[src/trapezoid_polynomial_integrator_top_macros.svh]
// Assertion macros for the trapezoid integrator.
// Used by the top level only; depends on nothing.
`ifndef TRAPEZOID_POLYNOMIAL_INTEGRATOR_TOP_MACROS_SVH
`define TRAPEZOID_POLYNOMIAL_INTEGRATOR_TOP_MACROS_SVH
// implication checked on every clock edge outside reset
`define TPI_ASSERT_IMP(lbl, ante, cons) \
  lbl: assert property (@(posedge clk_i) disable iff (!rst_ni) (ante) |-> (cons)) \
    else $error("tpi check failed");
// next-cycle implication
`define TPI_ASSERT_NXT(lbl, ante, cons) \
  lbl: assert property (@(posedge clk_i) disable iff (!rst_ni) (ante) |=> (cons)) \
    else $error("tpi check failed");
`endif

[src/tpi_pkg.sv]
// Shared types and constants for the trapezoid integrator.
// No dependencies.
package tpi_pkg;
  typedef enum logic [2:0] {
    ST_IDLE, ST_DIV, ST_ENDS, ST_ENDB, ST_LOOP, ST_DRAIN, ST_MUL, ST_OUT
  } tpi_state_e;

  localparam int unsigned DivW = 49;

  // Point pipeline control travelling with each point
  typedef struct packed {
    logic vld;
    logic last;
    logic half;
  } tpi_ctl_t;
endpackage

[src/tpi_poly.sv]
// Three-stage pipeline: point x, then square and linear terms, then f(x) in Q.24.
// Depends on tpi_pkg.
module tpi_poly
  import tpi_pkg::*;
(
  input  logic               clk_i,
  input  logic               rst_ni,
  input  tpi_ctl_t           ctl_i,
  input  logic signed [33:0] x_i,
  output tpi_ctl_t           ctl_o,
  output logic signed [63:0] f_o
);
  tpi_ctl_t           c1_q, c2_q;
  logic signed [33:0] x1_q;
  logic        [67:0] sq_q;
  logic signed [45:0] lin_q;

  always_ff @(posedge clk_i or negedge rst_ni) begin
    if (!rst_ni) begin
      c1_q  <= '0;
      c2_q  <= '0;
      ctl_o <= '0;
    end else begin
      c1_q  <= ctl_i;
      c2_q  <= c1_q;
      ctl_o <= c2_q;
    end
  end

  always_ff @(posedge clk_i) begin
    x1_q  <= x_i;
    sq_q  <= 68'(x1_q * x1_q);
    lin_q <= 46'(x1_q) * 46'sd768;
    f_o   <= $signed({sq_q[63:8], 1'b0}) + 64'(lin_q) + 64'sd8388608;
  end
endmodule

[config.mk]
export PLATFORM = sky130hd
export DESIGN_NAME = tpi_poly
export DESIGN_NICKNAME = d
export VERILOG_FILES = /design/src/trapezoid_polynomial_integrator_top_macros.svh /design/src/tpi_pkg.sv /design/src/tpi_poly.sv
export SDC_FILE = /design/constraint.sdc
export NUM_CORES = 2
export LEC_CHECK = 0
export ABC_AREA = 1
export BUFFER_PORTS_ARGS = -buffer_cell sky130_fd_sc_hd__buf_2
export CORE_AREA = 2 2 373 190
export DETAILED_ROUTE_END_ITERATION = 7
export DIE_AREA = 0 0 375 192
export PLACE_DENSITY = 0.89
export SLEW_MARGIN = 10
export SYNTH_ARGS = -nofsm -noshare
export SYNTH_HDL_FRONTEND = slang
export SYNTH_SLANG_ARGS = --single-unit
[constraint.sdc]
create_clock -name clk_i -period 21.9 [get_ports clk_i]
set_input_delay 1.095 -clock clk_i [delete_from_list [all_inputs] [get_ports clk_i]]
set_output_delay 1.095 -clock clk_i [all_outputs]
set_load 0.01 [all_outputs]
==> impl_metrics.env <==
export IMPL_holdBufCountCts=0
export IMPL_wire_per_inst_um=23.2
export IMPL_cts_sinks=194
export IMPL_die_h_um=192
export IMPL_first_iter_violations=5153
export IMPL_grt_max_degree=51
export IMPL_dieArea_sq_um=72000
export IMPL_cp_arrival_ps=8530
export IMPL_fin_cells=7034
export IMPL_rsz0062_at_grt="no"
export IMPL_fillers=4750
export IMPL_antenna_found_initial=16
export IMPL_syn_instance_count=6072
export IMPL_cts_buffer_depth=2
export IMPL_drc=0
export IMPL_cts_max_level=4
export IMPL_cts_repair_resized=0
export IMPL_finalInstanceArea_sq_um=51200
export IMPL_cts_buffers=17
export IMPL_required_ps=22290
export IMPL_ys_warn_count=0
export IMPL_core_sq_um=68500
export IMPL_cp_max_fo=50
export IMPL_outcome="completed"
export IMPL_grt_use_met1_pct=61.1
export IMPL_num_io_pins=106
export IMPL_clk_pin_slew_worst_paths_ps=90
export IMPL_grt_busiest_layer="met2"
export IMPL_grt_pass1_vias=45000
export IMPL_synth_distinct_cells=48
export IMPL_die_x_um=375
export IMPL_finalSetupViolCount=0
export IMPL_cp_end_kind="flop"
export IMPL_dr_pass1_iters=6
export IMPL_ys_flop_type="dfxtp_1"
export IMPL_fmax_mhz=123
export IMPL_rows=68
export IMPL_clock_skew_ps=28.4
export IMPL_min_path_type="reg -> reg"
export IMPL_worst_pin_slew_ps=1200
export IMPL_gr_usage_met3_pct=14.9
export IMPL_overflow=0
export IMPL_synthesis_nets=7605
export IMPL_drt_antenna_violating_nets=0
export IMPL_dpl_cell_area_sq_um=50600
export IMPL_min_period_ps=8130
export IMPL_globalplace_congestion=1.08
export IMPL_avgSynthCellArea_sq_um=8.10
export IMPL_clockRootBuffer="clkbuf_16"
export IMPL_place_ws_ps=13960
export IMPL_async_reset_ff_share_pct=4.64
export IMPL_post_cts_buffers=0
export IMPL_num_nets_final=7642
export IMPL_dp_cells=7000
export IMPL_report_final_slew_viol_count=0
export IMPL_critPathKind="reg -> reg"
export IMPL_relSlewSlack_pct=20.0
export IMPL_vias_per_cell=5.84
export IMPL_wl_um=163000
export IMPL_numPortBuffers=104
export IMPL_vias=41100
export IMPL_setup_tns_ps=0
export IMPL_yosysMostFrequentCell="inv_1"
export IMPL_synthDominantCellAreaShare_pct=45.2
export IMPL_cp_start_kind="flop"
export IMPL_ys_seq_elements=194
export IMPL_start_util_pct=71.8
export IMPL_dp_hpwl_um=135000
export IMPL_synth_top_area_cell="fa_1"
export IMPL_drv_cap=0
export IMPL_period_share_pct=37.1
export IMPL_regArea_sq_um=3930
export IMPL_grt_pass1_wl_um=251000
export IMPL_yosysSeqAreaShare_pct=7.99
export IMPL_finalHoldViolations=0
export IMPL_grtUsageTotal_pct=47.2
export IMPL_synth_area_top_cells="fa_1 (45%), inv_1 (15%), nand2_1 (10%)"
export IMPL_clk_insertion_delay_late_ps=490
export IMPL_cts_tree="yes"
export IMPL_multiInputGateArea_sq_um=37500
export IMPL_setup_ws_ps=13770
export IMPL_syn2layout_area_growth_pct=4.21
export IMPL_met2_usage_pct=72.5
export IMPL_synth_edf_count=0
export IMPL_synth_area_sq_um=49200
export IMPL_synth_commonest_cells="inv_1 (1931), nand2_1 (1322), fa_1 (1111), ha_1 (383), nor2_1 (284)"
export IMPL_drive_gt1_share_pct=4.17
-- layout make-up --
cell class,instances,share of cell area [%]
multi-input combinational,3819,73.2
tap,910,2.22
inverter,1937,14.2
sequential,194,7.67
timing repair buffer,140,1.54
antenna,2,0.00977
clock inverter,13,0.320
clock buffer,19,0.884
-- kinds of logic after synthesis --
| family | share of synthesized area (%) |
|---|---|
| AO/OA/AOI/OAI | 3.75 |
| XOR/XNOR | 1.83 |
| adder cells (fa/ha/maj) | 55.0 |
| buffers and inverters | 15.8 |
| flip-flops | 7.99 |
| other | 0.00763 |
| AND/OR/NAND/NOR | 15.7 |
-- stage by stage --
stage | hold slack (ps) | utilization, %
floorplan | 310 | -
global placement | 311 | 73.9
detailed placement | 312 | 73.9
CTS | 329 | 74.8
global route | 335 | 74.8
finish | 330 | 74.8
-- flip-flops by register name, summed over array words and instances (netlist names) --
signal  count
f_o        58
sq_q       57
lin_q      36
x1_q       34
c1_q        3
c2_q        3
ctl_o       3
-- layer usage --
metal / wire, um / vias to the layer above / share of wire, %
met3: 22700 / 825 / 14
met4: 9630 / 14 / 5.9
met2: 70300 / 3000 / 43
met5: 101 / - / 0.062
met1: 60400 / 19900 / 37
li1: - / 17300 / -
-- critical path: stages, from the launching register on --
cell and delay (ps):
dfxtp_2 320, buf_4 500, nand2_1 280, inv_1 160, fa_1 400, inv_1 250, fa_1 470, inv_1 120
fa_1 600, inv_1 360, fa_1 550, fa_1 550, fa_1 610, fa_1 440, fa_1 510, inv_1 40
ha_1 580, nand2_1 140, nor2_1 180, inv_1 110, nor2_1 190, inv_1 90, nor2_1 180, o21ai_0 180
nand4_1 130, nand2_1 50
-- final timing paths --
check | startpoint | endpoint | slack (ps) | cells after the start
max | x1_q[33] | sq_q[51] | 13770 | 25
max in group asynchronous | rst_ni | c1_q[1] | 21280 | 1
min reg2reg | sq_q[13] | f_o[6] | 330 | 0
min in group asynchronous | rst_ni | c1_q[0] | 450 | 1
min | sq_q[13] | f_o[6] | 330 | 0
max reg2reg | x1_q[33] | sq_q[51] | 13770 | 25
-- layout by cell type (no fill, tap or decap), types with 6 or more instances in the layout --
cell / n
dfrtp_1: 9
clkbuf_16: 17
fa_1: 1111
nor3_1: 19
xnor2_1: 14
or2_2: 8
nand4_1: 37
nand2_1: 1322
nand2_2: 21
a21o_1: 15
o21ai_0: 89
nor2_1: 284
xor2_1: 89
o21bai_1: 28
nor4_1: 6
ha_1: 383
nand3_1: 146
inv_2: 6
dfxtp_1: 184
a31oi_1: 6
nor3_2: 6
inv_1: 1931
a21oi_1: 171
nand3b_1: 6
nor2_2: 18
buf_2: 104
buf_4: 36
Power is not shown: default switching activity piles up to over one toggle a cycle in this logic, so the estimate is an artifact.
