File: config.mk
export PLATFORM = sky130hd
export DESIGN_NAME = tpi_div
export DESIGN_NICKNAME = d
export VERILOG_FILES = /design/src/trapezoid_polynomial_integrator_top_macros.svh /design/src/tpi_pkg.sv /design/src/tpi_div.sv
export SDC_FILE = /design/constraint.sdc
export NUM_CORES = 1
export LEC_CHECK = 0
export ABC_AREA = 1
export BUFFER_PORTS_ARGS = -buffer_cell sky130_fd_sc_hd__buf_2
export CORE_MARGIN = 2
export CORE_UTILIZATION = 64
export DETAILED_ROUTE_END_ITERATION = 10
export GPL_TIMING_DRIVEN = 0
export PLACE_DENSITY = 0.92
export SLEW_MARGIN = 25
export SYNTH_ARGS = -nofsm -noshare
export SYNTH_HDL_FRONTEND = slang
export SYNTH_SLANG_ARGS = --single-unit
File: constraint.sdc
create_clock -name clk_i -period 4.84 [get_ports clk_i]
set_clock_uncertainty 0.15 [all_clocks]
set_input_delay 0.484 -clock clk_i [delete_from_list [all_inputs] [get_ports clk_i]]
set_output_delay 0.484 -clock clk_i [all_outputs]
set_load 0.01 [all_outputs]
File: src/trapezoid_polynomial_integrator_top_macros.svh
// Assertion macros for the trapezoid integrator.
// Used by the top level only; depends on nothing.
`ifndef TRAPEZOID_POLYNOMIAL_INTEGRATOR_TOP_MACROS_SVH
`define TRAPEZOID_POLYNOMIAL_INTEGRATOR_TOP_MACROS_SVH
// implication checked on every clock edge outside reset
`define TPI_ASSERT_IMP(lbl, ante, cons) \
  lbl: assert property (@(posedge clk_i) disable iff (!rst_ni) (ante) |-> (cons)) \
    else $error("tpi check failed");
// next-cycle implication
`define TPI_ASSERT_NXT(lbl, ante, cons) \
  lbl: assert property (@(posedge clk_i) disable iff (!rst_ni) (ante) |=> (cons)) \
    else $error("tpi check failed");
`endif

File: src/tpi_pkg.sv
// Shared types and constants for the trapezoid integrator.
// No dependencies.
package tpi_pkg;
  typedef enum logic [2:0] {
    ST_IDLE, ST_DIV, ST_ENDS, ST_ENDB, ST_LOOP, ST_DRAIN, ST_MUL, ST_OUT
  } tpi_state_e;

  localparam int unsigned DivW = 49;

  // Point pipeline control travelling with each point
  typedef struct packed {
    logic vld;
    logic last;
    logic half;
  } tpi_ctl_t;
endpackage

File: src/tpi_div.sv
// Restoring divider: signed dividend / unsigned divisor, truncated toward zero.
// Depends on tpi_pkg.
module tpi_div
  import tpi_pkg::*;
(
  input  logic                   clk_i,
  input  logic                   rst_ni,
  input  logic                   start_i,
  input  logic signed [DivW-1:0] dividend_i,
  input  logic        [24:0]     divisor_i,
  output logic                   done_o,
  output logic signed [DivW-1:0] quotient_o
);
  logic [DivW-1:0] quo_q, quo_d;
  logic [25:0]     rem_q, rem_d;
  logic [24:0]     dvs_q;
  logic            neg_q;
  logic [5:0]      cnt_q, cnt_d;
  logic            busy_q, busy_d;
  logic [25:0]     trial;
  logic [25:0]     shifted;

  always_comb begin
    shifted = {rem_q[24:0], quo_q[DivW-1]};
    trial   = shifted - {1'b0, dvs_q};
    rem_d   = rem_q;
    quo_d   = quo_q;
    cnt_d   = cnt_q;
    busy_d  = busy_q;
    if (busy_q) begin
      if (!trial[25]) begin
        rem_d = trial;
        quo_d = {quo_q[DivW-2:0], 1'b1};
      end else begin
        rem_d = shifted;
        quo_d = {quo_q[DivW-2:0], 1'b0};
      end
      cnt_d = cnt_q - 6'd1;
      if (cnt_q == 6'd1) busy_d = 1'b0;
    end
  end

  always_ff @(posedge clk_i or negedge rst_ni) begin
    if (!rst_ni) begin
      busy_q <= 1'b0;
      cnt_q  <= '0;
      done_o <= 1'b0;
    end else begin
      done_o <= busy_q && !busy_d;
      if (start_i) begin
        busy_q <= 1'b1;
        cnt_q  <= 6'(DivW);
      end else begin
        busy_q <= busy_d;
        cnt_q  <= cnt_d;
      end
    end
  end

  always_ff @(posedge clk_i) begin
    if (start_i) begin
      quo_q <= dividend_i[DivW-1] ? -dividend_i : dividend_i;
      rem_q <= '0;
      dvs_q <= divisor_i;
      neg_q <= dividend_i[DivW-1];
    end else begin
      quo_q <= quo_d;
      rem_q <= rem_d;
    end
  end

  assign quotient_o = neg_q ? -$signed(quo_q) : $signed(quo_q);
endmodule

==> qor.txt <==
Clk sinks - 108
Synth cell types - 43
Total core area - 14590 um^2
Place WS - 1830 ps
Power Total - 4618 uW
Clock tree from TritonCTS - built
Post-synthesis compound-gate area fraction - 0.06724
Worst setup margin - 1503 ps
EDFF count, synth - 75
Worst Path Required - 4210 ps
Start point of the critical path - quo_q[0]
Vias in the first global route - 9427
Cell Rows - 44
Via/cell ratio - 5.708
First drt pass iteration count - 6
Simple-gate share of the synthesized area - 0.3927
Clock slew at reported path FFs - 80 ps
RSZ-0062 raised after global routing - false
Asr flop ratio synth - 0.07407
WL per Instance - 16.96 um
Mean Syn Cell Area - 6.338 um^2
# Post-CTS Setup Buffers - 0
Initial antenna violation count - 0
Status - complete, no violations
Clock Tree Root - clkbuf_16
Die height - 126.2 um
Synthesized cell area - 9564 um^2
Largest family of logic cells by synthesized area - simple AND/OR/NAND/NOR gates
Synthesized flop and latch total - 108
First-pass GRT wire length - 48.58 mm
Detail Placement HPWL - 25.31 mm
Largest net degree at the start of global routing - 29
Sum of negative setup slack - 0 ps
RR Startpoint - quo_q[48]
Most common cell after layout, fill and taps aside - nand2_1
Synth Area in Adders - 0.04003
Period utilization - 0.6894
Max cap viols - 0
Crit start category - register
Count of final max-slew check failures - 0
GRT overflow - 0
Static Leak - 0.005499 uW
Total CTS buffers - 9
Share of layout cells above drive strength 1 - 0.1204
Post-Syn Nets - 1616
ANT cells - 0
Htree depth - 3
Worst min-delay path startpoint - divisor_i[8]
Routability cong. - 1.029
Synth Flop Type - edfxtp_1
DRC viols - 0
Setup violators final - 0
Commonest non-fill, non-tap cells in the layout - 493 x nand2_1, 250 x inv_1, 163 x nor2_1
Slew of the pin with the lowest slew margin - 896.6 ps
F_max - 0.2997 GHz
Hold Slack - 140.2 ps
Data arrival, critical path - 2700 ps
Rel. slew slack - 0.4001
Nets - 1755
Seq/Total Area, Yosys - 0.3087
Crit path kind - register to output port
Hold Fails Final Rpt - 0
Xor and xnor area share after synthesis - 0.07143
IO Pins - 127
Die area - 15940 um^2
Cell count after synthesis - 1509
Deepest clock path buffer count - 2
Multiplexer share of the synthesized area - 0
Post-route ant nets - 0
Synthesis-to-finish area growth - 12.52%
CP max FO - 6
Max VDD drop - 0.3761 mV
Tot GR Track Use - 0.3871
Drt total wl - 31.15 mm
Hold/Removal Path Class - input pin to register
Fin crit period - 3337 ps
PortBufs - 126
Iter 0 DRT Violations - 1504
Clock Latency Late Sink - 360 ps
CP endpoint kind - output port
Power Dens Cells - 429.1 nW/um^2
Syn. warnings - 0
Die X - 126.2 um
Initial core utilization - 0.6556
Via Count - 10490
[synth_stat cells, types with 4 or more instances]
library cell  instances  area share
buf_2                 7      0.0037
dfxtp_1              25       0.052
xnor2_1              13       0.012
nor2_2                8      0.0052
inv_1               251       0.099
o21ai_1               5      0.0026
nand2_2              10      0.0065
nor4_1                4      0.0026
ha_1                 29       0.038
clkbuf_1             20      0.0078
edfxtp_1             75        0.24
nand3_2               5      0.0052
nand3_1             130       0.068
nand2_1             493        0.19
a21oi_1              27       0.014
nand4_1              33       0.022
nand3b_1              7      0.0055
a31oi_1               6      0.0039
nor2_1              163       0.064
xor2_1               65       0.060
buf_6                 4      0.0047
inv_2                 5      0.0020
o21ai_0              68       0.036
dfrtp_1               8       0.021
nor3_1               16      0.0084
[sequential cells by signal (all words and copies together), names as in the netlist]
name	cells
neg_q	1
busy_q	1
dvs_q	25
cnt_q	6
done_o	1
rem_q	25
quo_q	49
[logic make-up after synthesis]
kind of cell               after synthesis
adders and majority gates               30
and+or+nand+nor                        881
xor gates and xnor gates                78
AOI/OAI and AO/OA                      119
buffers and inverters                  293
DFF                                    108
[worst max-delay path, stage by stage (launching register included)]
cell and delay, ps:
edfxtp_1 460, inv_1 120, ha_1 190, nand3_2 200
nor2_4 230, nand2_1 110, nor4_2 210, nand2_1 180
nand2_1 180, nand2_1 90, xor2_1 190, buf_2 170
[area by class of cell]
| cell class | count | area [um^2] |
|---|---|---|
| Tap cell | 184 | 230.2 |
| Timing Repair Buffer | 128 | 660.6 |
| Fill cell | 1223 | 3827 |
| Buffer | 36 | 181.4 |
| Clock buffer | 9 | 225.2 |
| Sequential cell | 108 | 2953 |
| Multi-Input combinational cell | 1108 | 5465 |
| Inverter | 257 | 964.7 |
| Clock inverter | 7 | 81.33 |
[repair_timing]
| item | 4_1_cts | 5_1_grt |
|---|---|---|
| hold buffers | 1 | 0 |
| hold endpoints to repair | 8 | 0 |
| gates resized for setup | 0 | 0 |
| setup endpoints to repair | 0 | 0 |
[power breakdown]
part | switching [uW] | leakage, uW | internal [uW] | total (uW)
sequential | 164 | 0.00109 | 1180 | 1350
clock | 374 | 0.000155 | 413 | 786
combinational | 1630 | 0.00426 | 853 | 2480
[per-layer routing]
layer | up-vias | part of all wire | global-route usage
li1 | 5039 | - | -
met1 | 4704 | 0.42 | 0.5773
met2 | 696 | 0.42 | 0.5753
met3 | 46 | 0.14 | 0.09133
met4 | 0 | 0.018 | 0.08016
met5 | - | 0 | 0
[per-stage QoR]
step,cells,utilization,area (um^2)
2_1_floorplan,1509,-,9564
3_3_place_gp,1819,0.7146,10430
3_5_place_dp,1820,0.7160,10450
4_1_cts,1837,0.7377,10760
5_1_grt,1837,0.7377,10760
6_report,1837,0.7377,10760
[path summary, 6_finish.rpt]
path	cells after the start	end	slack [ps]
min in group asynchronous	2	cnt_q[4]	350
setup / recovery	11	quotient_o[30]	1500
setup reg to reg	16	rem_q[24]	1980
max in group asynchronous	2	cnt_q[5]	4030
hold reg to reg	2	rem_q[18]	320
hold / removal	1	dvs_q[8]	140
Power figures use the tool's default switching activity.
